### src/hdl/ddcu_pkg.sv
package ddcu_pkg;

    localparam logic [7:0] TAG_OK = 8'h10;

    localparam logic [7:0] CMD_DIR   = 8'h10;
    localparam logic [7:0] CMD_LEVEL = 8'h11;
    localparam logic [7:0] CMD_NOP_A = 8'h12;
    localparam logic [7:0] CMD_RAW   = 8'h14;
    localparam logic [7:0] CMD_NOP_B = 8'h15;

    localparam logic [1:0] DIR_STOP = 2'd0;
    localparam logic [1:0] DIR_FWD  = 2'd1;
    localparam logic [1:0] DIR_BACK = 2'd2;

    localparam logic [2:0] LEVEL_MAX   = 3'd6;
    localparam logic [7:0] ANGLE_MAX   = 8'd180;
    localparam logic [7:0] ANGLE_MID   = 8'd90;
    localparam logic [7:0] FAST_MAX    = 8'd99;
    localparam logic [7:0] RAW_DUTY_RST = 8'd0;

    // The steering offset is floor(base * d * 2 / 225). The factor base * 2 / 225 is
    // folded into one fixed-point gain per level, rounded up, which is exact for d <= 90.
    localparam int GAIN_SHIFT = 16;
    localparam int GAIN_L1 = (2 * 10 * (1 << GAIN_SHIFT) + 224) / 225;
    localparam int GAIN_L2 = (2 * 25 * (1 << GAIN_SHIFT) + 224) / 225;
    localparam int GAIN_L3 = (2 * 30 * (1 << GAIN_SHIFT) + 224) / 225;
    localparam int GAIN_L4 = (2 * 45 * (1 << GAIN_SHIFT) + 224) / 225;
    localparam int GAIN_L5 = (2 * 60 * (1 << GAIN_SHIFT) + 224) / 225;

    typedef struct packed {
        logic [1:0] direction;
        logic [2:0] speed_level;
        logic [7:0] steer_angle;
        logic       drive_mode;
        logic [7:0] left_raw_duty;
        logic [7:0] right_raw_duty;
    } t_drive_state;

    typedef struct packed {
        logic [1:0] left_dir;
        logic [7:0] left_duty;
        logic [1:0] right_dir;
        logic [7:0] right_duty;
    } t_wheels;

    function automatic logic [7:0] f_base_speed(input logic [2:0] level);
        logic [7:0] base;
        case (level)
            3'd1:    base = 8'd10;
            3'd2:    base = 8'd25;
            3'd3:    base = 8'd30;
            3'd4:    base = 8'd45;
            3'd5:    base = 8'd60;
            default: base = 8'd0;
        endcase
        return base;
    endfunction

    function automatic logic [15:0] f_steer_gain(input logic [2:0] level);
        logic [15:0] gain;
        case (level)
            3'd1:    gain = 16'(GAIN_L1);
            3'd2:    gain = 16'(GAIN_L2);
            3'd3:    gain = 16'(GAIN_L3);
            3'd4:    gain = 16'(GAIN_L4);
            3'd5:    gain = 16'(GAIN_L5);
            default: gain = 16'd0;
        endcase
        return gain;
    endfunction

endpackage

### src/hdl/ddcu_drive.sv
module ddcu_drive
    import ddcu_pkg::*;
(
    input  t_drive_state i_state,
    output t_wheels      o_wheels
);

    logic [1:0]  dir_code;
    logic [7:0]  t_angle;
    logic [7:0]  d_wide;
    logic [6:0]  d_abs;
    logic [7:0]  base;
    logic [15:0] gain;
    logic [22:0] prod;
    logic [6:0]  offset;
    logic [7:0]  slow;
    logic [7:0]  fast_sum;
    logic [7:0]  fast;

    assign dir_code = (i_state.direction == DIR_BACK) ? DIR_BACK : DIR_FWD;
    assign t_angle  = (i_state.direction == DIR_BACK) ? (ANGLE_MAX - i_state.steer_angle)
                                                      : i_state.steer_angle;
    assign d_wide   = (t_angle > ANGLE_MID) ? (t_angle - ANGLE_MID) : (ANGLE_MID - t_angle);
    assign d_abs    = d_wide[6:0];
    assign base     = f_base_speed(i_state.speed_level);
    assign gain     = f_steer_gain(i_state.speed_level);
    assign prod     = 23'(d_abs) * 23'(gain);
    assign offset   = prod[22:16];
    assign slow     = base - {1'b0, offset};
    assign fast_sum = base + {1'b0, offset};
    assign fast     = (fast_sum > FAST_MAX) ? FAST_MAX : fast_sum;

    always_comb begin
        o_wheels = '0;
        if (i_state.direction != DIR_STOP) begin
            if (!i_state.drive_mode) begin
                o_wheels.left_dir   = dir_code;
                o_wheels.right_dir  = dir_code;
                o_wheels.left_duty  = i_state.left_raw_duty;
                o_wheels.right_duty = i_state.right_raw_duty;
            end else if (i_state.speed_level != 3'd0) begin
                o_wheels.left_dir  = dir_code;
                o_wheels.right_dir = dir_code;
                if (t_angle > ANGLE_MID) begin
                    o_wheels.left_duty  = fast;
                    o_wheels.right_duty = slow;
                end else begin
                    o_wheels.left_duty  = slow;
                    o_wheels.right_duty = fast;
                end
            end
        end
    end

endmodule

### src/hdl/differential_drive_command_unit.sv
// Motor command unit for a two-wheel differential drive.
// Command items enter on i_valid/o_ready with the fields i_frame_tag, i_mode and
// i_arg_a to i_arg_c. Each item yields exactly one result item on o_valid/i_ready:
// the echoed command code in o_status, and o_pwm_write with a direction and duty
// per wheel when the command issues new drive values.
// The enable switch is written on i_cfg_valid/o_cfg_ready, which is always ready.
// The user must write it only while no command is in flight; the unit does not enforce this.
// An item is captured in an input register, decoded combinationally against the stored
// drive state and placed in the result register, from which o_valid presents it.
// One item per cycle is sustained while the receiver takes results.
// The drive state is updated as each item moves into the result register.
// When the receiver stalls, the result register holds its item and the input
// register takes one more item before o_ready drops.
// Reset clears both registers, disables the unit, stops the wheels, sets the angle
// to straight ahead and selects speed level mode.
module differential_drive_command_unit
    import ddcu_pkg::*;
(
    input  logic       i_clk,
    input  logic       i_rst_n,
    input  logic       i_cfg_valid,
    output logic       o_cfg_ready,
    input  logic       i_cfg_enable,
    input  logic       i_valid,
    output logic       o_ready,
    input  logic [7:0] i_frame_tag,
    input  logic [7:0] i_mode,
    input  logic [7:0] i_arg_a,
    input  logic [7:0] i_arg_b,
    input  logic [7:0] i_arg_c,
    output logic       o_valid,
    input  logic       i_ready,
    output logic [7:0] o_status,
    output logic       o_pwm_write,
    output logic [1:0] o_left_dir,
    output logic [7:0] o_left_duty,
    output logic [1:0] o_right_dir,
    output logic [7:0] o_right_duty
);

    logic         r_enable;
    logic         r_in_valid;
    logic [7:0]   r_tag;
    logic [7:0]   r_mode;
    logic [7:0]   r_arg_a;
    logic [7:0]   r_arg_b;
    logic [7:0]   r_arg_c;
    t_drive_state r_state;
    t_drive_state n_state;
    logic         r_out_valid;
    logic [7:0]   r_status;
    logic [7:0]   n_status;
    logic         r_pwm_write;
    logic         n_pwm_write;
    t_wheels      r_wheels;
    t_wheels      n_wheels;
    t_wheels      drive_wheels;
    logic         advance;

    assign advance     = r_in_valid && (!r_out_valid || i_ready);
    assign o_ready     = !r_in_valid || advance;
    assign o_cfg_ready = 1'b1;

    always_comb begin
        n_state     = r_state;
        n_status    = 8'd0;
        n_pwm_write = 1'b0;
        if (r_tag == TAG_OK) begin
            unique case (r_mode) inside
                CMD_DIR: begin
                    n_status = r_mode;
                    if (r_enable) begin
                        if (r_arg_a == 8'd0) begin
                            n_state.direction = DIR_STOP;
                        end else if (r_arg_a == 8'd1 || r_arg_a == 8'd2) begin
                            n_state.direction   = r_arg_a[1:0];
                            n_state.speed_level = 3'd0;
                        end
                        n_pwm_write = 1'b1;
                    end
                end
                CMD_LEVEL: begin
                    n_status = r_mode;
                    if (r_enable && r_arg_b <= 8'(LEVEL_MAX)) begin
                        n_state.drive_mode = 1'b1;
                        if (r_state.direction != DIR_STOP) begin
                            n_state.speed_level = r_arg_b[2:0];
                        end
                        if (r_arg_a <= ANGLE_MAX) begin
                            n_state.steer_angle = r_arg_a;
                        end
                        n_pwm_write = 1'b1;
                    end
                end
                CMD_RAW: begin
                    n_status = r_mode;
                    if (r_enable) begin
                        n_state.left_raw_duty  = r_arg_b;
                        n_state.right_raw_duty = r_arg_c;
                        n_state.drive_mode     = 1'b0;
                    end
                end
                CMD_NOP_A, CMD_NOP_B: begin
                    n_status = r_mode;
                end
                default: begin
                    n_status = 8'd0;
                end
            endcase
        end
        n_wheels = n_pwm_write ? drive_wheels : '0;
    end

    ddcu_drive u_drive (
        .i_state  (n_state),
        .o_wheels (drive_wheels)
    );

    always_ff @(posedge i_clk) begin
        if (!i_rst_n) begin
            r_enable    <= 1'b0;
            r_in_valid  <= 1'b0;
            r_out_valid <= 1'b0;
            r_state.direction      <= DIR_STOP;
            r_state.speed_level    <= 3'd0;
            r_state.steer_angle    <= ANGLE_MID;
            r_state.drive_mode     <= 1'b1;
            r_state.left_raw_duty  <= RAW_DUTY_RST;
            r_state.right_raw_duty <= RAW_DUTY_RST;
        end else begin
            if (i_cfg_valid) begin
                r_enable <= i_cfg_enable;
            end
            if (o_ready) begin
                r_in_valid <= i_valid;
            end
            if (advance) begin
                r_out_valid <= 1'b1;
                r_state     <= n_state;
            end else if (i_ready) begin
                r_out_valid <= 1'b0;
            end
        end
    end

    always_ff @(posedge i_clk) begin
        if (i_valid && o_ready) begin
            r_tag   <= i_frame_tag;
            r_mode  <= i_mode;
            r_arg_a <= i_arg_a;
            r_arg_b <= i_arg_b;
            r_arg_c <= i_arg_c;
        end
        if (advance) begin
            r_status    <= n_status;
            r_pwm_write <= n_pwm_write;
            r_wheels    <= n_wheels;
        end
    end

    assign o_valid      = r_out_valid;
    assign o_status     = r_status;
    assign o_pwm_write  = r_pwm_write;
    assign o_left_dir   = r_wheels.left_dir;
    assign o_left_duty  = r_wheels.left_duty;
    assign o_right_dir  = r_wheels.right_dir;
    assign o_right_duty = r_wheels.right_duty;

endmodule

### config.mk
export PLATFORM = sky130hd
export DESIGN_NAME = differential_drive_command_unit
export DESIGN_NICKNAME = d
export VERILOG_FILES = /design/src/hdl/ddcu_pkg.sv /design/src/hdl/ddcu_drive.sv /design/src/hdl/differential_drive_command_unit.sv
export SDC_FILE = /design/constraint.sdc
export NUM_CORES = 1
export LEC_CHECK = 0
export BUFFER_PORTS_ARGS = -buffer_cell sky130_fd_sc_hd__buf_2
export CAP_MARGIN = 20
export CORE_ASPECT_RATIO = 0.75
export CORE_UTILIZATION = 55
export DETAILED_ROUTE_END_ITERATION = 6
export HOLD_SLACK_MARGIN = 0.06
export PLACE_DENSITY = 0.83
export RECOVER_POWER = 25
export SLEW_MARGIN = 15
export SYNTH_ARGS = -nofsm -noshare
export SYNTH_HDL_FRONTEND = slang
export SYNTH_SLANG_ARGS = --single-unit
### constraint.sdc
create_clock -name i_clk -period 13.7 [get_ports i_clk]
set_input_delay 0.685 -clock i_clk [delete_from_list [all_inputs] [get_ports i_clk]]
set_output_delay 0.685 -clock i_clk [all_outputs]
set_load 0.005 [all_outputs]
Word-level counts from Yosys, hierarchy flattened
Cells that the tools add are included.

Register bits: 102. Output and inout port bits: 32.

Add/sub/neg operators: 5. Multiply operators: 1. Order comparisons: 4. Equality and inequality tests: 14. Muxes and demuxes: 30. Reductions and logical operators: 16.

Operator list (number): $pmux W16 S5 (1); $eq A8 B5 Y1 const B (6); $mux W8 (6); $mux W20 (2); $mux W30 (1); $pmux W6 S5 (1); $mul A7 B16 Y23 (1); $mux W17 (1); $gt A8 B7 Y1 const B (2); $mux W16 (1); $mux W12 (1); $mux W5 (2); $add A6 B7 Y8 (1); $eq A8 B1 Y1 const B (1); $eq A8 B2 Y1 const B (1); $le A8 B3 Y1 const B (1); $le A8 B8 Y1 const B (1); $logic_not A8 Y1 (1); $sub A6 B7 Y8 (1); $sub A8 B8 Y8 const A (1); $mux W7 (1); $sub A7 B7 Y7 const A (1); $sub A7 B7 Y7 const B (1); $eq A3 B2 Y1 const B (2); 15 further kinds (32).

Logic depth before layout (Yosys ltp)
Depth in word-level cells: 18. Mapped depth: 51. Gate-level depth less buffers: 48.

Hierarchy
From an unflattened synthesis, not the netlist that was laid out.

Cells, all modules: 914. Area, all modules: 8802.2 µm².

Modules (own cells, without submodules): ddcu_drive (times used 1, cells an instance 613, area an instance 4688.2 µm², seq. area each 0.0 µm²); differential_drive_command_unit (times used 1, cells an instance 301, area an instance 4113.9 µm², seq. area each 2732.6 µm²).

Worst setup path after synthesis
No wires, ideal clock.

Kind: register to register. Start point: reg r_arg_b[3]. End point: reg r_wheels, in the netlist o_left_duty[2] (data pin). Arrival time: 10126 ps. Data required time: 13445 ps. Slack: 3319 ps. Cell stages (with the launch flop): 50. Path buffers: 4. Period minus slack after synthesis: 10381 ps. Cell sequence: edfxtp_1 -> nor4_4 -> nand4b_4 -> a2111oi_2 -> buf_6 -> mux2i_2 -> ha_1 -> nand3_4 -> xor2_4 -> inv_2 -> a221oi_2 -> o21ai_0 -> and2_1 -> buf_2 -> a21oi_1 -> xnor2_1 -> clkbuf_1 -> or2_2 -> (+14 left out) -> o211ai_1 -> xor2_1 -> ha_1 -> inv_1 -> fa_1 -> nor2_1 -> o21ai_0 -> nand2b_1 -> a21o_1 -> a21oi_1 -> nor2_1 -> o21bai_1 -> o221a_2 -> nand4_2 -> o22ai_4 -> buf_6 -> o221ai_1 -> a31o_1.

Cells in the longest elaborated chain, start to end: 16. Elaborated cells on any way between the ends: 33.

Ends and longest elaborated chain: start: declaration (line differential_drive_command_unit.sv:46) `logic [7:0] r_arg_b;`; start signal: assignment (line differential_drive_command_unit.sv:151) `r_arg_b <= i_arg_b;`; $le A8 B3 Y1 * (line differential_drive_command_unit.sv:84) `if (r_enable && r_arg_b <= 8'(LEVEL_MAX)) begin`; $logic_and A1 B1 Y1 * (line differential_drive_command_unit.sv:84); $mux W12 (line differential_drive_command_unit.sv:84); $mux W8 (line differential_drive_command_unit.sv:69) `unique case (r_mode) inside`; $mux W30 (line differential_drive_command_unit.sv:68) `if (r_tag == TAG_OK) begin`; $sub A8 B8 Y8 (line ddcu_drive.sv:21) `assign t_angle = (i_state.direction == DIR_BACK) ? (ANGLE_MAX - i_state.steer_angle)`; $mux W8 (line ddcu_drive.sv:21); $sub A7 B7 Y7 or $gt A8 B7 Y1 (tied branches) (line ddcu_drive.sv:23, ddcu_drive.sv:44); $mux W7 (line ddcu_drive.sv:23) `assign d_wide = (t_angle > ANGLE_MID) ? (t_angle - ANGLE_MID) : (ANGLE_MID - t_angle);`; $mul A7 B16 Y23 (line ddcu_drive.sv:27) `assign prod = 23'(d_abs) * 23'(gain);`; $add A6 B7 Y8 (line ddcu_drive.sv:30) `assign fast_sum = base + {1'b0, offset};`; $gt A8 B7 Y1 (line ddcu_drive.sv:31) `assign fast = (fast_sum > FAST_MAX) ? FAST_MAX : fast_sum;`; $mux W8 (line ddcu_drive.sv:31); $mux W8 (line ddcu_drive.sv:44) `if (t_angle > ANGLE_MID) begin`; $mux W20 (line ddcu_drive.sv:41) `end else if (i_state.speed_level != 3'd0) begin`; $mux W20 (line ddcu_drive.sv:36) `if (!i_state.drive_mode) begin`; end signal: assignment (line differential_drive_command_unit.sv:157) `r_wheels <= n_wheels;`; end: declaration (line differential_drive_command_unit.sv:55) `t_wheels r_wheels;`.

Every way passes the cells marked *; elsewhere a longest branch is shown, timed or not. A chain may end at the register's enable or synchronous reset.

Final worst setup path
Start point: reg r_mode[2]. End point: reg r_wheels, in the netlist o_left_duty[2] (data pin).

Cells in the longest elaborated chain, start to end: 14. Elaborated cells on any way between the ends: 36.

Ends and longest elaborated chain: start: declaration (line differential_drive_command_unit.sv:44) `logic [7:0] r_mode;`; start signal: assignment (line differential_drive_command_unit.sv:149) `r_mode <= i_mode;`; $eq A8 B5 Y1 (no source line); $mux W8 or $mux W2 (tied branches) (line differential_drive_command_unit.sv:69); $mux W30 (line differential_drive_command_unit.sv:68); $sub A8 B8 Y8 or $eq A2 B2 Y1 (tied branches) (line ddcu_drive.sv:21); $mux W8 (line ddcu_drive.sv:21); $sub A7 B7 Y7 or $gt A8 B7 Y1 (tied branches) (line ddcu_drive.sv:23, ddcu_drive.sv:44); $mux W7 (line ddcu_drive.sv:23); $mul A7 B16 Y23 (line ddcu_drive.sv:27); $add A6 B7 Y8 (line ddcu_drive.sv:30); $gt A8 B7 Y1 (line ddcu_drive.sv:31); $mux W8 (line ddcu_drive.sv:31); $mux W8 (line ddcu_drive.sv:44); $mux W20 (line ddcu_drive.sv:41); $mux W20 (line ddcu_drive.sv:36).

Several ways; a longest one is shown, not always the timed one.

==> key figures <==
Timing
  • RSZ-0062 raised after global routing: no
  • Fin. Hold Viols: 0
  • FMAX: 78.1 MHz
  • Min cycle time layout: 12.81 ns
  • Post-Route Setup TNS: 0 ns
  • Max_slew headroom: 0.367
  • Least-Margin Pin Slew: 0.950 ns
  • Tcrit/Tclk final: 0.935
  • Final slew viol count: 0
  • Hold WS: 0.458 ns
  • Clock Skews: 0.00996 ns
  • Final setup vio count: 0

GRT
  • Met2 Use GR: 0.402
  • Global-route wire length before repair: 35400 µm
  • GRT Total Usage: 0.272
  • M1 GR Usage: 0.411
  • Vias in the first global route: 6892
  • Antenna violations before repair: 0
  • GRT overflow: 0
  • Pin count of the biggest net entering global routing: 42
  • GR Util met3: 0.0627
  • Grt peak-use layer: met1

Power
  • Internal power: 537 µW
  • Comb pwr share: 0.252
  • Seq pwr share: 0.437
  • Sw Share: 0.322
  • Power per Cell Area: 81.6 nW/µm²
  • Leak: 4.37 nW
  • Clock power share: 0.311
  • VDD IR max: 69.0 µV
  • NetSw: 255 µW

Routing
  • ANT nets after route: 0
  • Post-Route WL: 21600 µm
  • DR vias: 7237
  • Avg Vias per Cell: 5.97
  • Drt first pass iters: 7
  • Remaining routing DRC violations: 0
  • DRT iter0 DRCs: 849
  • Routed len/inst: 17.8 µm

Floorplanning
  • DIE AREA: 16600 µm²
  • Die Ht: 112 µm
  • IO Count: 78
  • Die W: 149 µm
  • Area of the core: 15500 µm²
  • FP Rows: 39
  • Initial core utilization: 0.573

Outcome
  • Status: completed

Yosys
  • Dominant cell type by area after synthesis: edfxtp_1
  • Post-synth EDFFs: 67
  • Cell area after synthesis: 8860 µm²
  • Post-Synth XOR/XNOR Area: 0.0368
  • Mapped Cells: 936
  • Post-synthesis compound-gate area fraction: 0.147
  • Synthesis warning total: 0
  • Fraction of registers with async set/reset: 0
  • Synth top area share: 0.227
  • Top FF cell, synth: edfxtp_1
  • Syn Area/Cell: 9.47 µm²
  • Synth top cells by count: nor2_1, nand2_1, inv_1, ha_1, edfxtp_1
  • Simple-gate share of the synthesized area: 0.192
  • Post-Synth Adder-Cell Area: 0.230
  • Sequential area share after synthesis: 0.302
  • Netlist cell types: 91
  • Mux cell area share after synthesis: 0.0373
  • Largest family of logic cells by synthesized area: adder cells
  • Most frequent cell after synthesis: nor2_1
  • Post-synthesis register bit count: 100
  • Top post-synthesis cells by area: edfxtp_1, fa_1, ha_1, dfxtp_1, nor2_1

Final layout
  • Multi-input gate area: 5740 µm²
  • Non-Filler Instances: 1212
  • Util after Layout: 0.628
  • Layout cells sized above 1: 0.149
  • Filler Cell Count: 1200
  • # diodes: 0
  • Net count, final: 1177
  • Register Area: 2670 µm²
  • Area grow syn2layout: 9.56%

Clocking
  • CTS Hold Bufs: 0
  • Clk root buf: clkbuf_16
  • CTS clock-pin slew for the worst setup and hold paths: 0.07 ns
  • Num CTS Buffers: 9
  • Clock Path Buffers: 2
  • H-tree depth: 3
  • Insertion delay to the later sink of the worst-skew pair: 0.35 ns
  • TritonCTS clock tree: done
  • Clk sink count: 100

Run
  • Maxcap violations: 0

Placement
  • Hpwl dp: 17000 µm
  • Port bufs: 76
  • Final GP Congestion: 1.02
  • Dpl cells: 1195

Setup path
  • Required @ worst endpoint: 13.80 ns
  • Critical path buffer and inverter count: 6
  • CP arrival: 12.91 ns
  • Slowest CP cell: xnor2_1
  • Worst Path Max Fanout: 21
  • Worst Path Class, Setup: reg -> reg
  • Top Family by Delay on Critical Path: compound AO/OA/AOI/OAI gates
  • Startpoint types: flip-flop
  • Type of element capturing the critical path: flip-flop
  • Critical Path Max Stage Delay: 0.74 ns

Hold path
  • Hold WC Path Type: reg -> reg
==> state kept, by name, summed over array words and instances, names as in the netlist <==
name	cells
r_mode	8
r_enable	1
r_tag	8
o_left_dir	2
r_arg_c	8
r_state	30
r_arg_b	8
r_arg_a	8
o_pwm_write	1
o_right_duty	8
r_in_valid	1
o_left_duty	8
o_status	8
o_valid	1
==> power groups by stage <==
stage / sequential (mW) / combinational [mW] / clock [mW]
4_1_cts: 0.346 / 0.196 / 0.248
3_3_place_gp: 0.352 / 0.189 / 0
6_report: 0.346 / 0.200 / 0.246
3_5_place_dp: 0.353 / 0.194 / 0
5_1_grt: 0.348 / 0.223 / 0.259
2_1_floorplan: 0.350 / 0.143 / 0
==> cells by family after synthesis <==
| group | Yosys count |
|---|---|
| xor gates and xnor gates | 33 |
| and+or+nand+nor | 336 |
| muxes | 31 |
| DFF | 100 |
| AOI/OAI and AO/OA | 191 |
| buffers and inverters | 114 |
| other | 2 |
| adders and majority gates | 129 |
==> metal layers <==
layer / vias up / part of all wire
met1: 3438 / 0.46
met4: 0 / 0.011
met2: 349 / 0.43
li1: 3423 / -
met5: - / 0
met3: 27 / 0.10
==> repair_timing <==
item | 4_1_cts | 5_1_grt
resized for setup | 0 | 3
endpoints found under the setup margin | 0 | 11
buffers inserted | 0 | 0
==> tightest hold or removal path, cell delays in order (launching register included) <==
cell     delay, ns
dfxtp_1       0.31
nand2_1       0.05
a21oi_1       0.05
==> layout by cell type, fill, tap and decap left out, drive strengths merged, types with 22 or more instances in the layout <==
cell type / n
o21ai: 35
a21oi: 56
mux2i: 27
xnor2: 23
nand3: 23
buf: 81
inv: 84
fa: 56
dfxtp: 33
nor2: 107
ha: 73
edfxtp: 67
nand2: 94
a21o: 22
==> area by class of cell <==
type,count,area share
multi-input combinational,725,0.591
sequential,100,0.275
timing repair buffer,84,0.0450
inverter,82,0.0317
tap,205,0.0264
clock buffer,9,0.0232
clock inverter,7,0.00709
==> metrics by stage <==
| step | instance area [µm²] | setup slack [ns] | power (mW) |
|---|---|---|---|
| after floorplan | 8870 | 3.32 | 0.493 |
| after global placement | 9400 | 1.61 | 0.541 |
| after detailed placement | 9400 | 1.05 | 0.547 |
| after CTS | 9690 | 0.897 | 0.790 |
| after global routing | 9710 | 0.110 | 0.830 |
| final | 9710 | 0.891 | 0.793 |
==> worst paths after layout <==
check / from / to / slack (ns) / cells after the start
max: r_mode[2]$_DFFE_PP_ / o_left_duty[2]$_SDFFCE_PN0P_ / 0.89 / 49
max reg2reg: r_mode[2]$_DFFE_PP_ / o_left_duty[2]$_SDFFCE_PN0P_ / 0.89 / 49
min reg2reg: r_state[15]$_SDFFE_PN0P_ / r_state[15]$_SDFFE_PN0P_ / 0.46 / 2
min: r_state[15]$_SDFFE_PN0P_ / r_state[15]$_SDFFE_PN0P_ / 0.46 / 2
Note: power is estimated with default switching activity, not from simulation.
